$ cat src/hdl/pott_pkg.sv
// ----------------------------------------------------------------------------
// pott_pkg
// Shared types and constants of the periodic / one-shot timer table.
// ----------------------------------------------------------------------------
package pott_pkg;

  // Table geometry and time width
  localparam int NUM_TIMERS = 16;
  localparam int TIME_BITS  = 32;
  localparam int IDX_W      = (NUM_TIMERS > 1) ? $clog2(NUM_TIMERS) : 1;
  localparam int CNT_W      = $clog2(NUM_TIMERS + 1);

  // Fixed field widths of the transaction payloads
  localparam int ACT_W     = 3;
  localparam int TIDX_W    = 4;
  localparam int FIELD_T_W = 32;
  localparam int RIDX_W    = 5;

  // Action codes
  typedef enum logic [ACT_W-1:0] {
    ACT_ADD     = 3'd0,
    ACT_SET     = 3'd1,
    ACT_START   = 3'd2,
    ACT_STOP    = 3'd3,
    ACT_RESTART = 3'd4,
    ACT_TICK    = 3'd5,
    ACT_CLEAR   = 3'd6
  } act_t;

  // Result kinds
  typedef enum logic [1:0] {
    KIND_ADD  = 2'd0,
    KIND_ACK  = 2'd1,
    KIND_FIRE = 2'd2
  } kind_t;

  // Status codes
  typedef enum logic [1:0] {
    ST_OK    = 2'd0,
    ST_ZERO  = 2'd1,
    ST_FULL  = 2'd2,
    ST_RANGE = 2'd3
  } status_t;

  // Controller states
  typedef enum logic [2:0] {
    S_IDLE,
    S_CMD,
    S_ARM,
    S_UPD,
    S_FIN
  } state_t;

  // Input transaction
  typedef struct packed {
    logic [ACT_W-1:0]     action;
    logic [TIDX_W-1:0]    timer_index;
    logic [FIELD_T_W-1:0] period_ms;
    logic                 run_at_add;
    logic                 one_shot;
    logic [FIELD_T_W-1:0] now_ms;
  } in_t;

  // Result transaction
  typedef struct packed {
    logic [1:0]        kind;
    logic [RIDX_W-1:0] result_index;
    logic [1:0]        status;
    logic              last;
  } out_t;

  // Write side of the period / deadline store
  typedef struct packed {
    logic                 per_we;
    logic                 dl_we;
    logic [IDX_W-1:0]     addr;
    logic [TIME_BITS-1:0] per_data;
    logic [TIME_BITS-1:0] dl_data;
  } store_wr_t;

  // Build one result transaction
  function automatic out_t make_out(kind_t k, logic [RIDX_W-1:0] idx, status_t s,
                                    logic lst);
    out_t o;
    o.kind         = k;
    o.result_index = idx;
    o.status       = s;
    o.last         = lst;
    return o;
  endfunction

endpackage

$ cat src/hdl/pott_store.sv
// ----------------------------------------------------------------------------
// pott_store
// Period and deadline memories: one write port, one registered read port each.
// ----------------------------------------------------------------------------
module pott_store (
  input  logic                           clk,
  input  logic [pott_pkg::IDX_W-1:0]     rd_addr,
  input  pott_pkg::store_wr_t            wr,
  output logic [pott_pkg::TIME_BITS-1:0] rd_per_r,
  output logic [pott_pkg::TIME_BITS-1:0] rd_dl_r
);
  import pott_pkg::*;

  logic [TIME_BITS-1:0] per_mem [NUM_TIMERS];
  logic [TIME_BITS-1:0] dl_mem  [NUM_TIMERS];

  // Period memory
  always_ff @(posedge clk) begin
    if (wr.per_we) begin
      per_mem[wr.addr] <= wr.per_data;
    end
    rd_per_r <= per_mem[rd_addr];
  end

  // Deadline memory
  always_ff @(posedge clk) begin
    if (wr.dl_we) begin
      dl_mem[wr.addr] <= wr.dl_data;
    end
    rd_dl_r <= dl_mem[rd_addr];
  end

endmodule

$ cat src/hdl/periodic_oneshot_timer_table_top.sv
// A command is taken into the request register in S_IDLE; its result is
// registered in S_CMD once the result register is free. A tick takes each entry
// through S_ARM and S_UPD (the deadline memory's read-modify-write), then S_FIN,
// and holds while results stall. Synchronous active-low reset clears counts,
// run/one-shot/done bits and result valid; memories are not cleared.
// ----------------------------------------------------------------------------
// periodic_oneshot_timer_table_top
// Timer table: commands edit one entry, a tick walks all entries through the
// memories and reports each timer that fires.
// ----------------------------------------------------------------------------
module periodic_oneshot_timer_table_top (
  input  logic           clk,
  input  logic           rst_n,
  input  logic           in_valid,
  output logic           in_stall,
  input  pott_pkg::in_t  in_data,
  output logic           out_valid,
  input  logic           out_stall,
  output pott_pkg::out_t out_data
);
  import pott_pkg::*;

  state_t                state_r, state_nxt;
  in_t                   req_r, req_nxt;
  logic [CNT_W-1:0]      count_r, count_nxt;
  logic                  tick_en_r, tick_en_nxt;
  logic [NUM_TIMERS-1:0] run_r, run_nxt;
  logic [NUM_TIMERS-1:0] shot_r, shot_nxt;
  logic [NUM_TIMERS-1:0] done_r, done_nxt;
  logic [IDX_W-1:0]      walk_r, walk_nxt;
  logic [TIME_BITS-1:0]  arm_r, arm_nxt;
  logic [TIME_BITS-1:0]  per_r, per_nxt;
  logic                  pend_vld_r, pend_vld_nxt;
  logic [IDX_W-1:0]      pend_idx_r, pend_idx_nxt;
  logic                  out_valid_r, out_valid_nxt;
  out_t                  out_data_r, out_data_nxt;

  logic [IDX_W-1:0]      rd_addr;
  store_wr_t             wr;
  logic [TIME_BITS-1:0]  rd_per_r, rd_dl_r;

  logic                  out_free;
  logic [TIME_BITS-1:0]  now_t, req_per_t, new_dl;
  logic [IDX_W-1:0]      req_idx, cnt_idx;
  logic                  in_range, reached, fire, blocked, last_entry;

  // Memories
  pott_store u_store (
    .clk      (clk),
    .rd_addr  (rd_addr),
    .wr       (wr),
    .rd_per_r (rd_per_r),
    .rd_dl_r  (rd_dl_r)
  );

  // Control state
  always_ff @(posedge clk) begin
    if (!rst_n) begin
      state_r     <= S_IDLE;
      count_r     <= '0;
      tick_en_r   <= 1'b0;
      run_r       <= '0;
      shot_r      <= '0;
      done_r      <= '0;
      walk_r      <= '0;
      pend_vld_r  <= 1'b0;
      out_valid_r <= 1'b0;
    end else begin
      state_r     <= state_nxt;
      count_r     <= count_nxt;
      tick_en_r   <= tick_en_nxt;
      run_r       <= run_nxt;
      shot_r      <= shot_nxt;
      done_r      <= done_nxt;
      walk_r      <= walk_nxt;
      pend_vld_r  <= pend_vld_nxt;
      out_valid_r <= out_valid_nxt;
    end
  end

  // Payload registers
  always_ff @(posedge clk) begin
    req_r      <= req_nxt;
    arm_r      <= arm_nxt;
    per_r      <= per_nxt;
    pend_idx_r <= pend_idx_nxt;
    out_data_r <= out_data_nxt;
  end

  // Common decode
  assign out_free   = !out_valid_r || !out_stall;
  assign now_t      = TIME_BITS'(req_r.now_ms);
  assign req_per_t  = TIME_BITS'(req_r.period_ms);
  assign req_idx    = IDX_W'(req_r.timer_index);
  assign cnt_idx    = count_r[IDX_W-1:0];
  assign in_range   = CNT_W'(req_r.timer_index) < count_r;
  assign reached    = now_t >= arm_r;
  assign new_dl     = reached ? (arm_r + per_r) : arm_r;
  assign fire       = reached && run_r[walk_r] && !done_r[walk_r];
  assign blocked    = fire && pend_vld_r && !out_free;
  assign last_entry = (CNT_W'(walk_r) + CNT_W'(1)) == count_r;
  assign rd_addr    = (state_r == S_UPD) ? walk_r + IDX_W'(1) : walk_r;

  // Next state and datapath
  always_comb begin
    state_nxt     = state_r;
    req_nxt       = req_r;
    count_nxt     = count_r;
    tick_en_nxt   = tick_en_r;
    run_nxt       = run_r;
    shot_nxt      = shot_r;
    done_nxt      = done_r;
    walk_nxt      = walk_r;
    arm_nxt       = arm_r;
    per_nxt       = per_r;
    pend_vld_nxt  = pend_vld_r;
    pend_idx_nxt  = pend_idx_r;
    out_data_nxt  = out_data_r;
    out_valid_nxt = out_valid_r && out_stall;
    wr            = '0;
    in_stall      = (state_r != S_IDLE);

    unique case (state_r)
      // Take a transaction; the read of entry 0 is already under way
      S_IDLE: begin
        if (in_valid) begin
          req_nxt  = in_data;
          walk_nxt = '0;
          unique case (act_t'(in_data.action))
            ACT_ADD, ACT_SET, ACT_START, ACT_STOP, ACT_RESTART, ACT_CLEAR: begin
              state_nxt = S_CMD;
            end
            ACT_TICK: begin
              if (tick_en_r && (count_r != '0)) begin
                state_nxt = S_ARM;
              end
            end
            default: begin
              state_nxt = S_IDLE;
            end
          endcase
        end
      end

      // Execute a command once the result register is free
      S_CMD: begin
        if (out_free) begin
          state_nxt     = S_IDLE;
          out_valid_nxt = 1'b1;
          out_data_nxt  = make_out(KIND_ACK, '0, ST_OK, 1'b1);
          unique case (act_t'(req_r.action))
            ACT_ADD: begin
              tick_en_nxt = 1'b1;
              if (req_per_t == '0) begin
                out_data_nxt = make_out(KIND_ADD, RIDX_W'(count_r), ST_ZERO, 1'b1);
              end else if (count_r >= CNT_W'(NUM_TIMERS)) begin
                out_data_nxt = make_out(KIND_ADD, RIDX_W'(count_r), ST_FULL, 1'b1);
              end else begin
                out_data_nxt      = make_out(KIND_ADD, RIDX_W'(count_r), ST_OK, 1'b1);
                wr.per_we         = 1'b1;
                wr.dl_we          = 1'b1;
                wr.addr           = cnt_idx;
                wr.per_data       = req_per_t;
                wr.dl_data        = '0;
                run_nxt[cnt_idx]  = req_r.run_at_add;
                shot_nxt[cnt_idx] = req_r.one_shot;
                done_nxt[cnt_idx] = 1'b0;
                count_nxt         = count_r + CNT_W'(1);
              end
            end
            ACT_SET, ACT_START, ACT_STOP, ACT_RESTART: begin
              if (!in_range) begin
                out_data_nxt = make_out(KIND_ACK, '0, ST_RANGE, 1'b1);
              end else begin
                wr.addr     = req_idx;
                wr.per_data = req_per_t;
                wr.dl_data  = '0;
                unique case (act_t'(req_r.action))
                  ACT_SET: begin
                    wr.per_we = 1'b1;
                  end
                  ACT_START: begin
                    wr.dl_we          = 1'b1;
                    run_nxt[req_idx]  = 1'b1;
                    done_nxt[req_idx] = 1'b0;
                  end
                  ACT_STOP: begin
                    run_nxt[req_idx] = 1'b0;
                  end
                  default: begin
                    wr.dl_we = 1'b1;
                  end
                endcase
              end
            end
            default: begin
              // clear table
              count_nxt   = '0;
              tick_en_nxt = 1'b0;
              run_nxt     = '0;
              shot_nxt    = '0;
              done_nxt    = '0;
            end
          endcase
        end
      end

      // Read data in: arm an unarmed entry
      S_ARM: begin
        per_nxt   = rd_per_r;
        arm_nxt   = (rd_dl_r == '0) ? now_t + rd_per_r : rd_dl_r;
        state_nxt = S_UPD;
      end

      // Compare, write back, report; a fired entry is held until the next
      // one shows whether it was the last
      S_UPD: begin
        if (!blocked) begin
          wr.dl_we   = 1'b1;
          wr.addr    = walk_r;
          wr.dl_data = new_dl;
          if (reached && shot_r[walk_r]) begin
            done_nxt[walk_r] = 1'b1;
          end
          if (fire) begin
            if (pend_vld_r) begin
              out_valid_nxt = 1'b1;
              out_data_nxt  = make_out(KIND_FIRE, RIDX_W'(pend_idx_r), ST_OK, 1'b0);
            end
            pend_vld_nxt = 1'b1;
            pend_idx_nxt = walk_r;
          end
          if (last_entry) begin
            walk_nxt  = '0;
            state_nxt = S_FIN;
          end else begin
            walk_nxt  = walk_r + IDX_W'(1);
            state_nxt = S_ARM;
          end
        end
      end

      // Flush the held fired entry, marked last
      S_FIN: begin
        if (!pend_vld_r) begin
          state_nxt = S_IDLE;
        end else if (out_free) begin
          out_valid_nxt = 1'b1;
          out_data_nxt  = make_out(KIND_FIRE, RIDX_W'(pend_idx_r), ST_OK, 1'b1);
          pend_vld_nxt  = 1'b0;
          state_nxt     = S_IDLE;
        end
      end

      default: begin
        state_nxt = S_IDLE;
      end
    endcase
  end

  assign out_valid = out_valid_r;
  assign out_data  = out_data_r;

endmodule

$ cat config.mk
export PLATFORM = sky130hd
export DESIGN_NAME = periodic_oneshot_timer_table_top
export DESIGN_NICKNAME = d
export VERILOG_FILES = /design/src/hdl/pott_pkg.sv /design/src/hdl/pott_store.sv /design/src/hdl/periodic_oneshot_timer_table_top.sv
export SDC_FILE = /design/constraint.sdc
export NUM_CORES = 2
export LEC_CHECK = 0
export BUFFER_PORTS_ARGS = -buffer_cell sky130_fd_sc_hd__buf_2
export CORE_MARGIN = 10
export CORE_UTILIZATION = 45
export DETAILED_ROUTE_END_ITERATION = 8
export RECOVER_POWER = 50
export SLEW_MARGIN = 20
export SYNTH_ARGS = -nofsm -noshare
export SYNTH_HDL_FRONTEND = slang
export SYNTH_SLANG_ARGS = --single-unit
$ cat constraint.sdc
create_clock -name clk -period 5.4 [get_ports clk]
set_input_delay 0.27 -clock clk [delete_from_list [all_inputs] [get_ports clk]]
set_output_delay 0.27 -clock clk [all_outputs]
set_load 0.01 [all_outputs]
==> reports/qor.log <==
INFO  setup_path     crit_path_top_delay_cell=clkbuf_1
INFO  global_routing overflow=0
INFO  place          place.detailed.hpwl=85580um
INFO  sta            slew_headroom=-162.1%
INFO  drt            drc=0
INFO  place          gpl_congestion=0.9235
INFO  global_routing most_used_routing_layer_in_global_routing=met2
INFO  floorplan      placement_rows=126
INFO  setup_path     worstSetupPathType=register to register
INFO  job            cap_viol_max_count=8
INFO  run_status     failed_checks=max-capacitance violations, max-slew violations
INFO  drt            ant_nets=0
INFO  place          buffer_ports.inserted=88
INFO  setup_path     setup.reg_to_reg.worst_slack=520ps
INFO  sta            final_hold_viol_count=0
INFO  global_routing grt.met2_usage=32.94%
INFO  global_routing grt_first_pass_wirelength=201900um
INFO  setup_path     worst_setup_path_end=u_store.dl_mem[14][12]$_DFFE_PP_
INFO  drt            detail_route.vias_per_cell=5.951
INFO  final_layout   layout.nets=3473
INFO  logic_synthesis yosys.cell_types.count=74
INFO  global_routing globalRouteMet3Util=3.263%
INFO  setup_path     setup.worst_path.start_class=register
INFO  place          place_worst_setup_slack=732.2ps
INFO  global_routing groute.usage.overall=20.42%
INFO  sta            finalCriticalPeriod=4876ps
INFO  setup_path     slowest_delay=1340ps
INFO  floorplan      die-area=0.1334mm^2
INFO  setup_path     timing.critical_path.to_type=register
INFO  final_layout   finish.utilization=52.09%
INFO  sta            setup_tns=0ps
INFO  global_routing groute.layer.met1.usage=28.47%
INFO  logic_synthesis postSynthRegisterBits=1302
INFO  drt            detailedRoute.firstPassIterationCount=5
INFO  drt            initialDrtViolationCount=3210
INFO  cts            tritoncts=built
INFO  sta            fin_ws=523.6ps
INFO  logic_synthesis synth_warnings=0
INFO  sta            rsz0062_at_grt=false
INFO  setup_path     capture_instance_of_the_worst_register_to_register_path=u_store.dl_mem[14][12]$_DFFE_PP_
INFO  setup_path     cp_max_fo=30
INFO  logic_synthesis postSynthCellCount=3035
INFO  setup_path     crit_arrival=5150ps
INFO  setup_path     launching_point_of_the_worst_reg2reg_path=arm_r[29]$_DFFE_PP_
INFO  logic_synthesis syn_nets=3219
INFO  run_status     run_status=finished with violations
INFO  sta            maxSlewViolCount=285
INFO  cts            cts_max_level=4
INFO  sta            finalClockSkew=38.22ps
INFO  floorplan      chipWidth=365.3um
INFO  floorplan      core=0.1182mm^2
INFO  floorplan      floorplan.initialDensity=45.38%
INFO  final_layout   area_delta_synth_final=14.80%
INFO  pwr            vdd_ir_drop_max=0.0003278V
INFO  cts            clk_pin_slew=60ps
INFO  sta            achievable-frequency=205.1MHz
INFO  pwr            power.static_leakage=21.25nW
INFO  global_routing grt_max_degree=79
INFO  drt            drt_wl_total=135800um
INFO  logic_synthesis synth.cell_area=0.05365mm^2
INFO  global_routing antenna_found_initial=7
INFO  sta            worst-slew-pin-transition=3932ps
INFO  sta            period_share=90.30%
INFO  floorplan      fp.dieH=365.3um
INFO  setup_path     path_cells=inv_1 -> ha_1 -> nand4_1 -> or2_2 -> nor2_1 -> nand3_1 -> o21a_1 -> o21ai_4 -> clkbuf_1 -> a21oi_1
INFO  setup_path     required=5670ps
INFO  final_layout   commonest_cells_after_routing_fill_and_taps_aside=edfxtp_1 (1175), mux4_2 (325), nand2_1 (146)
INFO  final_layout   num-fill-cells=9422
INFO  setup_path     critical_path_start=arm_r[29]$_DFFE_PP_
INFO  cts            cts_sinks=1302
INFO  worst_hold_path min_path_type=input port to register
INFO  sta            report.final.setup_viol=0
INFO  logic_synthesis avgSynthCellArea=17.68um^2
INFO  logic_synthesis synth-main-ff-cell=edfxtp_1
INFO  cts            post_cts_resize_count=0
INFO  logic_synthesis synth_async_sr_flop_share=0%
INFO  cts            clockBufferDepth=3
INFO  drt            detailroute.via_count=29410
INFO  cts            cts_root_buffer=clkbuf_16
INFO  cts            cts_made_buffers=139
INFO  final_layout   mostFrequentLayoutCell=edfxtp_1
INFO  drt            detail_route.wl_per_cell=27.47um
INFO  setup_path     timing.reg2reg.worst_path_depth=10
INFO  pwr            power_dens_cells=337.2mW/mm^2
INFO  logic_synthesis synth-seq-area-share=70.50%
INFO  final_layout   drive_above_1_share=19.97%
INFO  logic_synthesis synth_enable_flop_cells=1175
INFO  cts            clock_network_latency_to_the_later_pin_of_the_worst_skew_pair=770ps
INFO  global_routing grt_pass1_vias=30330
INFO  floorplan      ioPinCount=89
==> final cells by class <==
type,count,area (um^2),share of cell area [%]
multi-input combinational,1518,15280,24.81
inverter,74,279.0,0.4530
clock inverter,63,540.5,0.8776
tap,1536,1922,3.120
antenna,1,2.502,0.004063
sequential,1302,37830,61.42
timing repair buffer,254,1922,3.120
clock buffer,194,3817,6.198
==> worst max-delay path: cells and delay by family, from the launching register on <==
| kind | cells | cell delay (ps) |
|---|---|---|
| simple gates | 4 | 890 |
| buf+inv | 2 | 1400 |
| fa+ha+maj | 1 | 310 |
| flops | 1 | 400 |
| compound gates | 3 | 1350 |
==> worst min path at each step <==
stage	cells after the start	from	end	slack [ps]
after floorplan	0	in_data[0]	now_t[0]$_DFFE_PP_	370
after global placement	0	u_store.rd_per_r[4]$_DFF_P_	per_r[4]$_DFFE_PP_	440
after detailed placement	0	u_store.rd_per_r[19]$_DFF_P_	per_r[19]$_DFFE_PP_	430
after CTS	2	in_data[56]	req_per_t[22]$_DFFE_PP_	180
after global routing	2	in_data[25]	now_t[25]$_DFFE_PP_	220
final	2	in_data[33]	req_r[33]$_DFFE_PP_	230
==> power by group <==
part	switching, W	internal [W]
clock	0.00391	0.00522
sequential	0.0000557	0.0110
combinational	0.000407	0.000229
total	0.00437	0.0164
==> state kept, by name (all words and copies together), names as in the netlist, 32 cells and up <==
signal            count
u_store.dl_mem      512
u_store.per_mem     512
arm_r                32
now_t                32
per_r                32
req_per_t            32
u_store.rd_dl_r      32
u_store.rd_per_r     32
==> cells by family (layout without fill, tap and decap cells) <==
group / Yosys count / count (layout) / share of synthesized area (%)
buffers and inverters: 215 / 585 / 1.602
muxes: 342 / 342 / 13.96
DFF: 1302 / 1302 / 70.50
and+or+nand+nor: 531 / 531 / 4.783
other: 0 / 1 / 0
xor gates and xnor gates: 50 / 50 / 0.8162
adders and majority gates: 107 / 107 / 2.523
AOI/OAI and AO/OA: 488 / 488 / 5.812
==> repair_timing <==
item	in CTS	in global routing
hold buffers	75	0
buffers inserted	0	0
endpoints found under the hold margin	78	0
==> through the flow <==
step / hold WS (ps) / instances / area [um^2] / power [W]
6_report: 225.6 / 4942 / 61590 / 0.02077
4_1_cts: 179.7 / 4941 / 61770 / 0.02096
5_1_grt: 221.0 / 4941 / 61590 / 0.02142
3_5_place_dp: 428.7 / 4609 / 56660 / 0.01182
3_3_place_gp: 435.6 / 4609 / 56630 / 0.01180
2_1_floorplan: 368.9 / 3035 / 53660 / 0.01157
==> metal layers <==
layer | vias to the layer above | part of all wire, %
met4 | 2 | 2.6
met2 | 1081 | 48
met3 | 204 | 6.1
met5 | - | 0.0052
li1 | 12750 | -
met1 | 15380 | 43
==> synth_stat cells (15+ instances only) <==
| cell type | instances | area, um^2 |
|---|---|---|
| a211oi_1 | 15 | 112.6 |
| a21boi_1 | 21 | 157.7 |
| a21o_1 | 70 | 525.5 |
| a21oi_1 | 111 | 555.5 |
| a31oi_1 | 19 | 118.9 |
| and2_1 | 44 | 275.3 |
| buf_2 | 42 | 210.2 |
| clkbuf_1 | 93 | 349.1 |
| dfxtp_1 | 127 | 2542 |
| edfxtp_1 | 1175 | 35280 |
| ha_1 | 105 | 1314 |
| inv_1 | 72 | 270.3 |
| mux2i_1 | 17 | 170.2 |
| mux4_2 | 325 | 7320 |
| nand2_1 | 146 | 548.0 |
| nand2b_1 | 20 | 125.1 |
| nand3_1 | 35 | 175.2 |
| nor2_1 | 146 | 548.0 |
| nor2b_1 | 28 | 175.2 |
| nor3_1 | 27 | 135.1 |
| nor4_1 | 19 | 118.9 |
| o21a_1 | 17 | 127.6 |
| o21ai_0 | 85 | 425.4 |
| o21ai_1 | 29 | 145.1 |
| o22ai_1 | 30 | 187.7 |
| or3_1 | 17 | 106.4 |
| xnor2_1 | 32 | 280.3 |
| xor2_1 | 18 | 157.7 |
(Power assumes the default switching activity.)
